### config.mk
export PLATFORM = sky130hd
export DESIGN_NAME = gpio_port_register_block_flat
export DESIGN_NICKNAME = d
export VERILOG_FILES = /design/src/hw/rtl/gpr_pkg.sv /design/src/hw/rtl/gpr_req_if.sv /design/src/hw/rtl/gpr_rsp_if.sv /design/src/hw/rtl/gpr_cfg.sv /design/src/hw/rtl/gpr_core.sv /design/src/hw/rtl/gpio_port_register_block.sv /design/src/flat_wrapper.sv
export SDC_FILE = /design/constraint.sdc
export NUM_CORES = 1
export LEC_CHECK = 0
export ABC_AREA = 1
export BUFFER_PORTS_ARGS = -buffer_cell sky130_fd_sc_hd__clkbuf_2
export CAP_MARGIN = 5
export CORE_MARGIN = 2
export CORE_UTILIZATION = 59
export CTS_CLUSTER_SIZE = 14
export DETAILED_ROUTE_END_ITERATION = 8
export PLACE_DENSITY_LB_ADDON = 0.12
export SYNTH_ARGS = -nofsm -noshare
export SYNTH_HDL_FRONTEND = slang
export SYNTH_SLANG_ARGS = --single-unit
### constraint.sdc
create_clock -name clk -period 6.86 [get_ports clk]
set_input_delay 0 -clock clk [delete_from_list [all_inputs] [get_ports clk]]
set_output_delay 0 -clock clk [all_outputs]
set_load 0.05 [all_outputs]
### src/hw/rtl/gpr_pkg.sv
// ----------------------------------------------------------------------------
// gpr_pkg: shared types and constants of the GPIO port register block
// Register kinds, address maps of both layouts, config bundle, offset decoder.
// ----------------------------------------------------------------------------
package gpr_pkg;

	localparam int unsigned PIN_COUNT = 32;
	localparam int unsigned DATA_W    = 32;
	localparam int unsigned OFF_W     = 5;
	localparam int unsigned PADDR_W   = 3;

	localparam logic [DATA_W-1:0] PIN_LIMIT =
		DATA_W'((64'd1 << PIN_COUNT) - 64'd1);

	localparam logic CMD_READ  = 1'b0;
	localparam logic CMD_WRITE = 1'b1;

	localparam logic LAYOUT_A = 1'b0;
	localparam logic LAYOUT_B = 1'b1;

	// config register index, taken from paddr[2]
	localparam logic CFG_LAYOUT   = 1'b0;
	localparam logic CFG_PIN_MASK = 1'b1;

	// layout A word offsets
	localparam logic [OFF_W-1:0] A_IN  = 5'd8;
	localparam logic [OFF_W-1:0] A_OUT = 5'd9;
	localparam logic [OFF_W-1:0] A_DIR = 5'd10;
	localparam logic [OFF_W-1:0] A_CLR = 5'd11;
	localparam logic [OFF_W-1:0] A_SET = 5'd12;
	localparam logic [OFF_W-1:0] A_PEN = 5'd16;
	localparam logic [OFF_W-1:0] A_PTY = 5'd17;

	// layout B word offsets
	localparam logic [OFF_W-1:0] B_IN  = 5'd0;
	localparam logic [OFF_W-1:0] B_OUT = 5'd4;
	localparam logic [OFF_W-1:0] B_SET = 5'd5;
	localparam logic [OFF_W-1:0] B_CLR = 5'd6;
	localparam logic [OFF_W-1:0] B_TGL = 5'd7;
	localparam logic [OFF_W-1:0] B_DIR = 5'd8;
	localparam logic [OFF_W-1:0] B_PEN = 5'd24;
	localparam logic [OFF_W-1:0] B_PTY = 5'd28;

	typedef enum logic [3:0] {
		REG_NONE,
		REG_IN,
		REG_OUT,
		REG_DIR,
		REG_SET,
		REG_CLR,
		REG_TGL,
		REG_PEN,
		REG_PTY
	} reg_kind_t;

	typedef struct packed {
		logic              layout;
		logic [DATA_W-1:0] live_mask;
	} cfg_t;

	function automatic reg_kind_t gpr_decode(input logic layout, input logic [OFF_W-1:0] off);
		reg_kind_t kind;
		kind = REG_NONE;
		if (layout == LAYOUT_A) begin
			unique case (off)
				A_IN:    kind = REG_IN;
				A_OUT:   kind = REG_OUT;
				A_DIR:   kind = REG_DIR;
				A_CLR:   kind = REG_CLR;
				A_SET:   kind = REG_SET;
				A_PEN:   kind = REG_PEN;
				A_PTY:   kind = REG_PTY;
				default: kind = REG_NONE;
			endcase
		end else begin
			unique case (off)
				B_IN:    kind = REG_IN;
				B_OUT:   kind = REG_OUT;
				B_SET:   kind = REG_SET;
				B_CLR:   kind = REG_CLR;
				B_TGL:   kind = REG_TGL;
				B_DIR:   kind = REG_DIR;
				B_PEN:   kind = REG_PEN;
				B_PTY:   kind = REG_PTY;
				default: kind = REG_NONE;
			endcase
		end
		return kind;
	endfunction

endpackage

### src/hw/rtl/gpr_req_if.sv
// ----------------------------------------------------------------------------
// gpr_req_if: request channel of the GPIO port register block
// Valid/ready handshake carrying one bus access and the sampled pad levels.
// ----------------------------------------------------------------------------
interface gpr_req_if;
	logic        valid;
	logic        ready;
	logic        cmd;
	logic [4:0]  word_offset;
	logic [31:0] write_data;
	logic [31:0] pin_levels;

	modport source (output valid, cmd, word_offset, write_data, pin_levels, input ready);
	modport sink   (input valid, cmd, word_offset, write_data, pin_levels, output ready);
endinterface

### src/hw/rtl/gpr_rsp_if.sv
// ----------------------------------------------------------------------------
// gpr_rsp_if: result channel of the GPIO port register block
// Valid/ready handshake carrying read data, pad controls and offset flag.
// ----------------------------------------------------------------------------
interface gpr_rsp_if;
	logic        valid;
	logic        ready;
	logic [31:0] read_data;
	logic [31:0] out_level;
	logic [31:0] out_enable;
	logic [31:0] pull_on;
	logic [31:0] pull_up_sel;
	logic        bad_offset;

	modport source (output valid, read_data, out_level, out_enable, pull_on, pull_up_sel,
		bad_offset, input ready);
	modport sink   (input valid, read_data, out_level, out_enable, pull_on, pull_up_sel,
		bad_offset, output ready);
endinterface

### src/hw/rtl/gpr_cfg.sv
// ----------------------------------------------------------------------------
// gpr_cfg: APB configuration registers
// Holds layout select and pin mask; derives the live pin mask.
// ----------------------------------------------------------------------------
module gpr_cfg (
	input  logic                          clk,
	input  logic                          arst_n,
	input  logic                          psel,
	input  logic                          penable,
	input  logic                          pwrite,
	input  logic [gpr_pkg::PADDR_W-1:0]   paddr,
	input  logic [gpr_pkg::DATA_W-1:0]    pwdata,
	output logic [gpr_pkg::DATA_W-1:0]    prdata,
	output logic                          pready,
	output gpr_pkg::cfg_t                 cfg
);
	import gpr_pkg::*;

	logic              layout_q;
	logic [DATA_W-1:0] pin_mask_q;
	logic              wr_en;

	assign pready = 1'b1;
	assign wr_en  = psel & penable & pwrite & pready;

	always_ff @(posedge clk or negedge arst_n) begin
		if (!arst_n) begin
			layout_q   <= LAYOUT_A;
			pin_mask_q <= '1;
		end else if (wr_en) begin
			unique case (paddr[2])
				CFG_LAYOUT:   layout_q   <= pwdata[0];
				CFG_PIN_MASK: pin_mask_q <= pwdata;
				default:      ;
			endcase
		end
	end

	always_comb begin
		prdata = '0;
		unique case (paddr[2])
			CFG_LAYOUT:   prdata = {{(DATA_W-1){1'b0}}, layout_q};
			CFG_PIN_MASK: prdata = pin_mask_q;
			default:      prdata = '0;
		endcase
	end

	assign cfg.layout    = layout_q;
	assign cfg.live_mask = pin_mask_q & PIN_LIMIT;

endmodule

### src/hw/rtl/gpr_core.sv
// ----------------------------------------------------------------------------
// gpr_core: access pipeline and pin registers
// Input stage, decode and masked update, result stage; state updates on move.
// ----------------------------------------------------------------------------
module gpr_core (
	input  logic          clk,
	input  logic          arst_n,
	input  gpr_pkg::cfg_t cfg,
	gpr_req_if.sink       req,
	gpr_rsp_if.source     rsp
);
	import gpr_pkg::*;

	logic              valid_s1;
	logic              cmd_s1;
	logic [OFF_W-1:0]  off_s1;
	logic [DATA_W-1:0] wdata_s1;
	logic [DATA_W-1:0] pins_s1;

	logic              valid_s2;
	logic [DATA_W-1:0] rdata_s2;
	logic              bad_s2;

	logic [DATA_W-1:0] latch_q;
	logic [DATA_W-1:0] dir_q;
	logic [DATA_W-1:0] pen_q;
	logic [DATA_W-1:0] pty_q;

	logic [DATA_W-1:0] latch_d;
	logic [DATA_W-1:0] dir_d;
	logic [DATA_W-1:0] pen_d;
	logic [DATA_W-1:0] pty_d;
	logic [DATA_W-1:0] rdata_d;
	logic [DATA_W-1:0] m;
	logic [DATA_W-1:0] wm;
	reg_kind_t         kind;
	logic              adv_s2;
	logic              adv_s1;

	assign adv_s2    = !valid_s2 || rsp.ready;
	assign adv_s1    = valid_s1 && adv_s2;
	assign req.ready = !valid_s1 || adv_s2;

	assign m    = cfg.live_mask;
	assign wm   = wdata_s1 & m;
	assign kind = gpr_decode(cfg.layout, off_s1);

	always_comb begin
		latch_d = latch_q;
		dir_d   = dir_q;
		pen_d   = pen_q;
		pty_d   = pty_q;
		rdata_d = '0;
		if (cmd_s1 == CMD_WRITE) begin
			case (kind)
				REG_OUT: latch_d = (latch_q & ~m) | wm;
				REG_DIR: dir_d   = (dir_q & ~m) | wm;
				REG_SET: latch_d = latch_q | wm;
				REG_CLR: latch_d = latch_q & ~wm;
				REG_TGL: latch_d = latch_q ^ wm;
				REG_PEN: pen_d   = (pen_q & ~m) | wm;
				REG_PTY: pty_d   = (pty_q & ~m) | wm;
				default: ;
			endcase
		end else begin
			case (kind)
				REG_IN:  rdata_d = pins_s1 & m;
				REG_OUT: rdata_d = latch_q;
				REG_DIR: rdata_d = dir_q;
				REG_PEN: rdata_d = pen_q;
				REG_PTY: rdata_d = pty_q;
				default: rdata_d = '0;
			endcase
		end
	end

	always_ff @(posedge clk or negedge arst_n) begin
		if (!arst_n) begin
			valid_s1 <= 1'b0;
			valid_s2 <= 1'b0;
			latch_q  <= '0;
			dir_q    <= '0;
			pen_q    <= '0;
			pty_q    <= '0;
		end else begin
			if (req.ready) begin
				valid_s1 <= req.valid;
			end
			if (adv_s2) begin
				valid_s2 <= valid_s1;
			end
			if (adv_s1) begin
				latch_q <= latch_d;
				dir_q   <= dir_d;
				pen_q   <= pen_d;
				pty_q   <= pty_d;
			end
		end
	end

	always_ff @(posedge clk) begin
		if (req.valid && req.ready) begin
			cmd_s1   <= req.cmd;
			off_s1   <= req.word_offset;
			wdata_s1 <= req.write_data;
			pins_s1  <= req.pin_levels;
		end
		if (adv_s1) begin
			rdata_s2 <= rdata_d;
			bad_s2   <= (kind == REG_NONE);
		end
	end

	// pad controls follow state and config; state only moves as the result stage reloads
	assign rsp.valid       = valid_s2;
	assign rsp.read_data   = rdata_s2;
	assign rsp.bad_offset  = bad_s2;
	assign rsp.out_level   = latch_q;
	assign rsp.out_enable  = (cfg.layout == LAYOUT_A) ? (dir_q & m) : (~dir_q & m);
	assign rsp.pull_on     = pen_q;
	assign rsp.pull_up_sel = pty_q;

`ifndef SYNTHESIS
	a_write_reads_zero: assert property (@(posedge clk) disable iff (!arst_n)
		(adv_s1 && cmd_s1 == CMD_WRITE) |=> (rsp.read_data == '0))
		else $error("write produced nonzero read data");

	a_bad_offset_no_update: assert property (@(posedge clk) disable iff (!arst_n)
		(adv_s1 && kind == REG_NONE) |=> ($stable(latch_q) && $stable(dir_q)
		&& $stable(pen_q) && $stable(pty_q)))
		else $error("unmapped access changed state");

	a_stalled_s1_kept: assert property (@(posedge clk) disable iff (!arst_n)
		(valid_s1 && !adv_s2) |=> valid_s1)
		else $error("stalled request dropped");

	a_ready_low_busy: assert property (@(posedge clk) disable iff (!arst_n)
		!req.ready |-> (valid_s1 && valid_s2))
		else $error("request stalled with free stage");
`endif

endmodule

### src/hw/rtl/gpio_port_register_block.sv
// ----------------------------------------------------------------------------
// gpio_port_register_block: 32-pin GPIO register block
// A request is held in the input stage, then offered from the result stage.
// Throughput: one request per cycle unless a result stalls; stages decouple.
// A stalled result holds the input stage only once that stage is full.
// Reset: pin registers cleared, layout A, pin mask all ones; no clearing pass.
// ----------------------------------------------------------------------------
module gpio_port_register_block (
	input  logic                          clk,
	input  logic                          arst_n,
	gpr_req_if.sink                       req,
	gpr_rsp_if.source                     rsp,
	input  logic                          psel,
	input  logic                          penable,
	input  logic                          pwrite,
	input  logic [gpr_pkg::PADDR_W-1:0]   paddr,
	input  logic [gpr_pkg::DATA_W-1:0]    pwdata,
	output logic [gpr_pkg::DATA_W-1:0]    prdata,
	output logic                          pready
);
	import gpr_pkg::*;

	cfg_t cfg;

	gpr_cfg u_cfg (
		.clk     (clk),
		.arst_n  (arst_n),
		.psel    (psel),
		.penable (penable),
		.pwrite  (pwrite),
		.paddr   (paddr),
		.pwdata  (pwdata),
		.prdata  (prdata),
		.pready  (pready),
		.cfg     (cfg)
	);

	gpr_core u_core (
		.clk    (clk),
		.arst_n (arst_n),
		.cfg    (cfg),
		.req    (req),
		.rsp    (rsp)
	);

endmodule
### src/flat_wrapper.sv
// flat-port wrapper written by rule: the top's interface ports become plain ports
module gpio_port_register_block_flat import gpr_pkg::*;
  (clk, arst_n, psel, penable, pwrite, paddr, pwdata, prdata, pready, req_valid, req_cmd, req_word_offset, req_write_data, req_pin_levels, req_ready, rsp_valid, rsp_read_data, rsp_out_level, rsp_out_enable, rsp_pull_on, rsp_pull_up_sel, rsp_bad_offset, rsp_ready);
  gpr_req_if req_i ();
  gpr_rsp_if rsp_i ();
  input  logic clk;
  input  logic arst_n;
  input  logic psel;
  input  logic penable;
  input  logic pwrite;
  input  logic [gpr_pkg::PADDR_W-1:0] paddr;
  input  logic [gpr_pkg::DATA_W-1:0] pwdata;
  output logic [gpr_pkg::DATA_W-1:0] prdata;
  output logic pready;
  input wire logic [$bits(req_i.valid)-1:0] req_valid;
  input wire logic [$bits(req_i.cmd)-1:0] req_cmd;
  input wire logic [$bits(req_i.word_offset)-1:0] req_word_offset;
  input wire logic [$bits(req_i.write_data)-1:0] req_write_data;
  input wire logic [$bits(req_i.pin_levels)-1:0] req_pin_levels;
  output wire logic [$bits(req_i.ready)-1:0] req_ready;
  output wire logic [$bits(rsp_i.valid)-1:0] rsp_valid;
  output wire logic [$bits(rsp_i.read_data)-1:0] rsp_read_data;
  output wire logic [$bits(rsp_i.out_level)-1:0] rsp_out_level;
  output wire logic [$bits(rsp_i.out_enable)-1:0] rsp_out_enable;
  output wire logic [$bits(rsp_i.pull_on)-1:0] rsp_pull_on;
  output wire logic [$bits(rsp_i.pull_up_sel)-1:0] rsp_pull_up_sel;
  output wire logic [$bits(rsp_i.bad_offset)-1:0] rsp_bad_offset;
  input wire logic [$bits(rsp_i.ready)-1:0] rsp_ready;
  assign req_i.valid = req_valid;
  assign req_i.cmd = req_cmd;
  assign req_i.word_offset = req_word_offset;
  assign req_i.write_data = req_write_data;
  assign req_i.pin_levels = req_pin_levels;
  assign req_ready = req_i.ready;
  assign rsp_valid = rsp_i.valid;
  assign rsp_read_data = rsp_i.read_data;
  assign rsp_out_level = rsp_i.out_level;
  assign rsp_out_enable = rsp_i.out_enable;
  assign rsp_pull_on = rsp_i.pull_on;
  assign rsp_pull_up_sel = rsp_i.pull_up_sel;
  assign rsp_bad_offset = rsp_i.bad_offset;
  assign rsp_i.ready = rsp_ready;
  gpio_port_register_block u_core (.clk(clk), .arst_n(arst_n), .req(req_i), .rsp(rsp_i), .psel(psel), .penable(penable), .pwrite(pwrite), .paddr(paddr), .pwdata(pwdata), .prdata(prdata), .pready(pready));
endmodule
==> results of run 1 <==
layout by cell type, fill, tap and decap left out, drive strengths merged, types with 7 or more instances in the layout:
cell type,count
nand2,589
buf,14
ha,35
clkinv,7
edfxtp,103
nand3,135
a21oi,97
nand4,31
inv,145
dfrtp,131
dfstp,32
nor2,149
dlygate4sd3,107
o21ai,138
clkbuf,354
mux2,31
worst paths after layout:
check | slack, ps | to | depth (start not counted) | from
setup / recovery | 2430 | u_core.u_core.rsp.out_level[31]$_DFFE_PN0P_ | 11 | u_core.u_cfg.layout_q$_DFFE_PN0P_
min in group clk | 160 | u_core.u_core.wdata_s1[22]$_DFFE_PP_ | 2 | req_write_data[22]
hold / removal | 120 | u_core.u_core.rsp.valid$_DFFE_PN0P_ | 2 | arst_n
setup reg to reg | 2430 | u_core.u_core.rsp.out_level[31]$_DFFE_PN0P_ | 11 | u_core.u_cfg.layout_q$_DFFE_PN0P_
hold reg to reg | 510 | u_core.u_core.rsp.valid$_DFFE_PN0P_ | 2 | u_core.u_core.valid_s1$_DFFE_PN0N_
max in group asynchronous | 5130 | asynchronous set/reset pin | 3 | arst_n
cell families (layout without fill, tap and decap cells):
group	count (synthesis)	in the layout	share of synthesized area
and+or+nand+nor	913	913	0.2669
DFF	270	270	0.5160
buffers and inverters	258	627	0.07570
AOI/OAI and AO/OA	239	239	0.08544
adders and majority gates	35	35	0.03099
muxes	31	31	0.02470
other	1	2	0.0002654
cell type report:
class	count	area, µm²	share of cell area
diodes	1	2.502	0.0001412
clock buffers	51	930.9	0.05253
clock inverters	5	23.77	0.001342
inverters	147	553.0	0.03121
multi-input cells	1219	5821	0.3285
flip-flops and latches	270	7293	0.4116
well taps	319	399.1	0.02253
repair buffers	424	2696	0.1522
metal layers:
layer,track usage,vias up,routed length [µm],part of all wire
li1,-,6367,-,-
met1,0.4410,6493,17220,0.38
met2,0.6056,785,22030,0.49
met3,0.06479,156,4151,0.092
met4,0.1622,0,1929,0.043
met5,0,-,0,0
worst max-delay path: cells and delay by family, from the launching register on:
family,cells,cell delay (ps)
buffers and inverters,3,1260
and+or+nand+nor,7,2130
DFF,1,770
AOI/OAI and AO/OA,1,90
per-stage QoR:
stage	area (µm²)	setup WS, ps	std cells	total power, mW	hold WS (ps)
after floorplan	14130	3506	1747	3.869	-295.6
after global placement	15690	2633	2272	4.417	145.2
after detailed placement	15690	2580	2272	4.481	143.0
after CTS	17720	2577	2435	6.075	139.2
after global routing	17720	2155	2436	6.394	160.2
final	17720	2429	2436	6.102	115.1
report_power, final:
part	switching [mW]	internal, mW	leakage, nW	total [mW]
Combinational	1.64	0.577	5.28	2.21
Sequential	0.372	1.96	3.11	2.33
Clock	0.641	0.913	0.471	1.55
what timing repair did:
action                                 in CTS  in global routing
hold buffers                              107                  0
gates resized for setup                     0                  0
endpoints found under the hold margin     170                  0
==> metrics.md, run 1 <==
| Metric | Value |
|---|---|
| Syn_area_per_cell | `around 8 µm²` |
| Die area | `25200 µm²` |
| Number of global-route vias before repair | `approximately 14000` |
| HP Class | `in -> async` |
| Max frequency | `about 0.23 GHz` |
| Initial antenna violation count | `1` |
| Nets | `between 2000 and 2500` |
| Core area | `23470 µm²` |
| HPWL Detailed | `roughly 26 mm` |
| Post-route minimum period | `4431 ps` |
| Synth Register Bits | `270` |
| Pwr per Cell Area | `~340 nW/µm²` |
| Syn Std Cell Area | `14130 µm²` |
| Worst endpoint required time | `7290 ps` |
| Worst VDD drop | `approximately 270 µV` |
| Clock sink count | `270` |
| Max incr delay on CP | `approximately 770 ps` |
| Via/cell ratio | `~5.7` |
| CP Class | `reg -> reg` |
| Via count | `around 14000` |
| Most used flip-flop cell after synthesis | `dfrtp_1` |
| CTS root buffer | `clkbuf_16` |
| Seq/Total Area, Yosys | `0.5160` |
| Max cap viols | `0` |
| Startpoint types | `register` |
| Ports | `approximately 310` |
| Setup-failing EPs final | `0` |
| Unique masters post-synth | `35` |
| # H-tree levels | `1` |
| Count of flip-flops with a built-in enable after synthesis | `just over 100` |
| Clock edge transition at the registers on the reported setup and hold paths | `~60 ps` |
| Outcome | `finished clean` |
| Final Cycle Share | `0.6459` |
| Starting density of the core | `0.6020` |
| Post-CTS setup buffer count | `0` |
| Area Growth Syn to Fin | `25.39%` |
| Antenna Violating Nets Remaining | `0` |
| Warnings from Yosys | `0` |
| Die W | `roughly 160 µm` |
| CP Max Fanout | `67` |
| PortBufs | `304` |
| Post-DR wirelength/cell | `about 19 µm` |
| Commonest cells post-synth | `584 x nand2_1, 142 x inv_1, 142 x nor2_1, 133 x nand3_1, 131 x dfrtp_1` |
| DR pass1 iterations | `5` |
| Largest net degree at the start of global routing | `89` |
| Final hold viol count | `0` |
| Setup TNS | `0 ps` |
| Routed WL | `roughly 45 mm` |
| # rows | `56` |
| Synth area leader | `dfrtp_1` |
| Top-count cell post-synth | `nand2_1` |
| Setup crit end kind | `register` |
| Fillers | `1692` |
| Die Y | `158.8 µm` |
| Syn nets | `about 1900` |
| Ys async rst share | `0.6037` |
| Slowest CP cell | `dfrtp_2` |
| RSZ-0062 raised after global routing | `no` |
| Layout Utilization | `0.7549` |
| Lkg Pwr | `around 8.9 nW` |
| Slew HR | `0.2101` |
| Top post-synthesis cells by area | `dfrtp_1 23%, edfxtp_1 22%, nand2_1 16%` |
| DRC | `0` |
| Post-Syn Instances | `1747` |
| Buffer depth of the longest clock path | `3` |
| Num CTS Buffers | `30` |
| DR iter-0 viols | `1377` |
| Clk_lat worst skew | `550 ps` |
| Worst-margin pin slew | `roughly 1200 ps` |
| First-pass GRT wire length | `around 71 mm` |
| Worst-path cell chain | `buf_4, inv_2, nand4_1, nand2_1, nor2_4, buf_4, nand2_1, nand2_2, nand2_2, nor2_1, a21oi_1` |
| Clock skew | `11.34 ps` |
| Gpl congestion | `about 0.83` |
| Synth top area share | `0.2320` |
| Final Max Slew Viols | `0` |
| CTS tree | `built` |
| Share of post-route cells with drive strength above 1 | `0.2141` |
| CP arrival | `around 5000 ps` |
| Total track usage | `0.3550` |
| Grt total ovfl | `0` |
Power figures use the tool's default switching activity.
==> run 2: changes to the inputs <==
CORE_UTILIZATION = 55   (was 59)
clock period = 4.6 ns   (was 6.86 ns; I/O delays follow)
==> run 2 against run 1 <==
Against the previous run: clock power grew 42%; non-clock buffer count up 5; utilization decreased by 5.2 points.
==> metrics.md, run 2 (same netlist as run 1, synthesis figures left out) <==
| Metric | Value |
|---|---|
| Outcome | `finished clean` |
| Final worst slack | `approximately 1200 ps` |
| Final Cycle Share | `0.7378` |
| Worst-margin pin slew | `roughly 1200 ps` |
| Setup-failing EPs final | `0` |
| Commonest non-fill, non-tap cell in the layout | `nand2_1` |
| Clock sink count | `270` |
| DRC | `0` |
| CTS tree | `built` |
| Post-DR wirelength/cell | `about 19 µm` |
| HPWL Detailed | `between 20 and 30 mm` |
| DR iter-0 viols | `1429` |
| Worst VDD drop | `roughly 460 µV` |
| First-pass GRT wire length | `between 70 and 80 mm` |
| Reg2reg start | `u_core.u_cfg.layout_q$_DFFE_PN0P_` |
| Setup TNS | `0 ps` |
| Via/cell ratio | `around 5.6` |
| Max incr delay on CP | `roughly 810 ps` |
| CP arrival | `around 3800 ps` |
| Max cap viols | `0` |
| Slew HR | `0.1975` |
| Layout Utilization | `0.7034` |
| WP buf/inv | `1` |
| # H-tree levels | `1` |
| Worst endpoint required time | `around 5000 ps` |
| Post-Layout Inst Area | `around 18000 µm²` |
| Num CTS Buffers | `29` |
| Largest net degree at the start of global routing | `85` |
| Buffer depth of the longest clock path | `3` |
| Clk_lat worst skew | `560 ps` |
| PortBufs | `304` |
| Delay-heaviest family, CP | `simple AND/OR/NAND/NOR gates` |
| Startpoint types | `register` |
| Number of global-route vias before repair | `~13000` |
| Core area | `about 25000 µm²` |
| Setup crit end kind | `register` |
| # rows | `58` |
| CTS root buffer | `clkbuf_16` |
| Routed WL | `about 46 mm` |
| RSZ-0062 raised after global routing | `no` |
| R2r worst-path depth | `9` |
| Nets | `about 2200` |
| CP Class | `reg -> reg` |
| Final hold slack | `~110 ps` |
| Lkg Pwr | `8.839 nW` |
| Starting density of the core | `0.5612` |
| Die area | `between 20000 and 30000 µm²` |
| Area post-placement | `between 15000 and 20000 µm²` |
| HP Class | `in -> async` |
| Die W | `around 160 µm` |
| CP dominant cell by count | `nand2_1` |
| Area Growth Syn to Fin | `25.34%` |
| Setup slack, reg-to-reg | `1210 ps` |
| Grt total ovfl | `0` |
| Reg-to-Reg End | `u_core.u_core.rsp.out_level[28]$_DFFE_PN0P_` |
| Placement Setup Slack | `approximately 1200 ps` |
| Max frequency | `0.2947 GHz` |
| DR pass1 iterations | `5` |
| Via count | `around 14000` |
| Final Max Slew Viols | `0` |
| Ports | `between 300 and 400` |
| Antenna Violating Nets Remaining | `0` |
| Slowest CP cell | `dfrtp_2` |
| CP Max Fanout | `35` |
| Gpl congestion | `0.8167` |
| Share of post-route cells with drive strength above 1 | `0.2138` |
| Worst-path cell chain | `inv_2, nand4_1, nand2_1, nor2_4, nand2_2, nand2_1, nand3_1, nand2_1, a21oi_1` |
| Clock edge transition at the registers on the reported setup and hold paths | `60 ps` |
| Most frequent cells in the layout | `582 x nand2_1, 303 x clkbuf_2, 140 x inv_1, 140 x nor2_1, 133 x nand3_1` |
| Post-CTS setup buffer count | `0` |
| Post-route minimum period | `3394 ps` |
| Clock skew | `roughly 24 ps` |
| Total track usage | `0.3373` |
| Pwr per Cell Area | `about 500 nW/µm²` |
| Final hold viol count | `0` |
| Initial antenna violation count | `3` |
| Die Y | `164.3 µm` |
[run 2: final cells by class]
cell class,instances,area (µm²)
diodes,3,7.507
clock buffers,50,854.6
clock inverters,4,23.77
fillers,1986,7470
inverters,147,553.0
multi-input cells,1219,5821
flip-flops and latches,270,7293
well taps,330,412.9
repair buffers,429,2746
[run 2: where the power goes]
part	leakage, nW	switching, mW	internal, mW
Clock	0.428	0.946	1.25
Sequential	3.11	0.547	2.93
Combinational	5.30	2.44	0.866
[run 2: worst max path at each step]
stage,startpoint,end,slack [ps],depth (start not counted)
final,u_core.u_cfg.layout_q$_DFFE_PN0P_,u_core.u_core.rsp.out_level[28]$_DFFE_PN0P_,1210,9
after global placement,u_core.u_cfg.layout_q$_DFFE_PN0P_,u_core.u_core.rsp.out_level[26]$_DFFE_PN0P_,1250,9
after detailed placement,u_core.u_cfg.layout_q$_DFFE_PN0P_,u_core.u_core.rsp.out_level[28]$_DFFE_PN0P_,1180,9
after global routing,u_core.u_cfg.layout_q$_DFFE_PN0P_,u_core.u_core.rsp.out_level[28]$_DFFE_PN0P_,880,9
after floorplan,u_core.u_core.rsp.valid$_DFFE_PN0P_,register,1250,7
after CTS,u_core.u_cfg.layout_q$_DFFE_PN0P_,u_core.u_core.rsp.out_level[7]$_DFFE_PN0P_,1180,9
[run 2: repair_timing]
action / 4_1_cts / 5_1_grt
endpoints found under the setup margin: 0 / 0
gates resized for setup: 0 / 0
hold buffers: 107 / 0
hold endpoints to repair: 181 / 0
[run 2: routing by layer]
layer  routed length, µm  share of wire  GRT usage
met4                1629          0.036     0.1316
met1               17720           0.39     0.4244
met5                   0              0          0
met3                4127          0.090    0.05177
met2               22380           0.49     0.5850
[run 2: metrics by stage]
| step | power, mW | cells |
|---|---|---|
| global route | 9.437 | 2452 |
| detailed placement | 6.697 | 2288 |
| finish | 8.975 | 2452 |
| floorplan | 5.770 | 1747 |
| global placement | 6.603 | 2288 |
| CTS | 8.952 | 2449 |
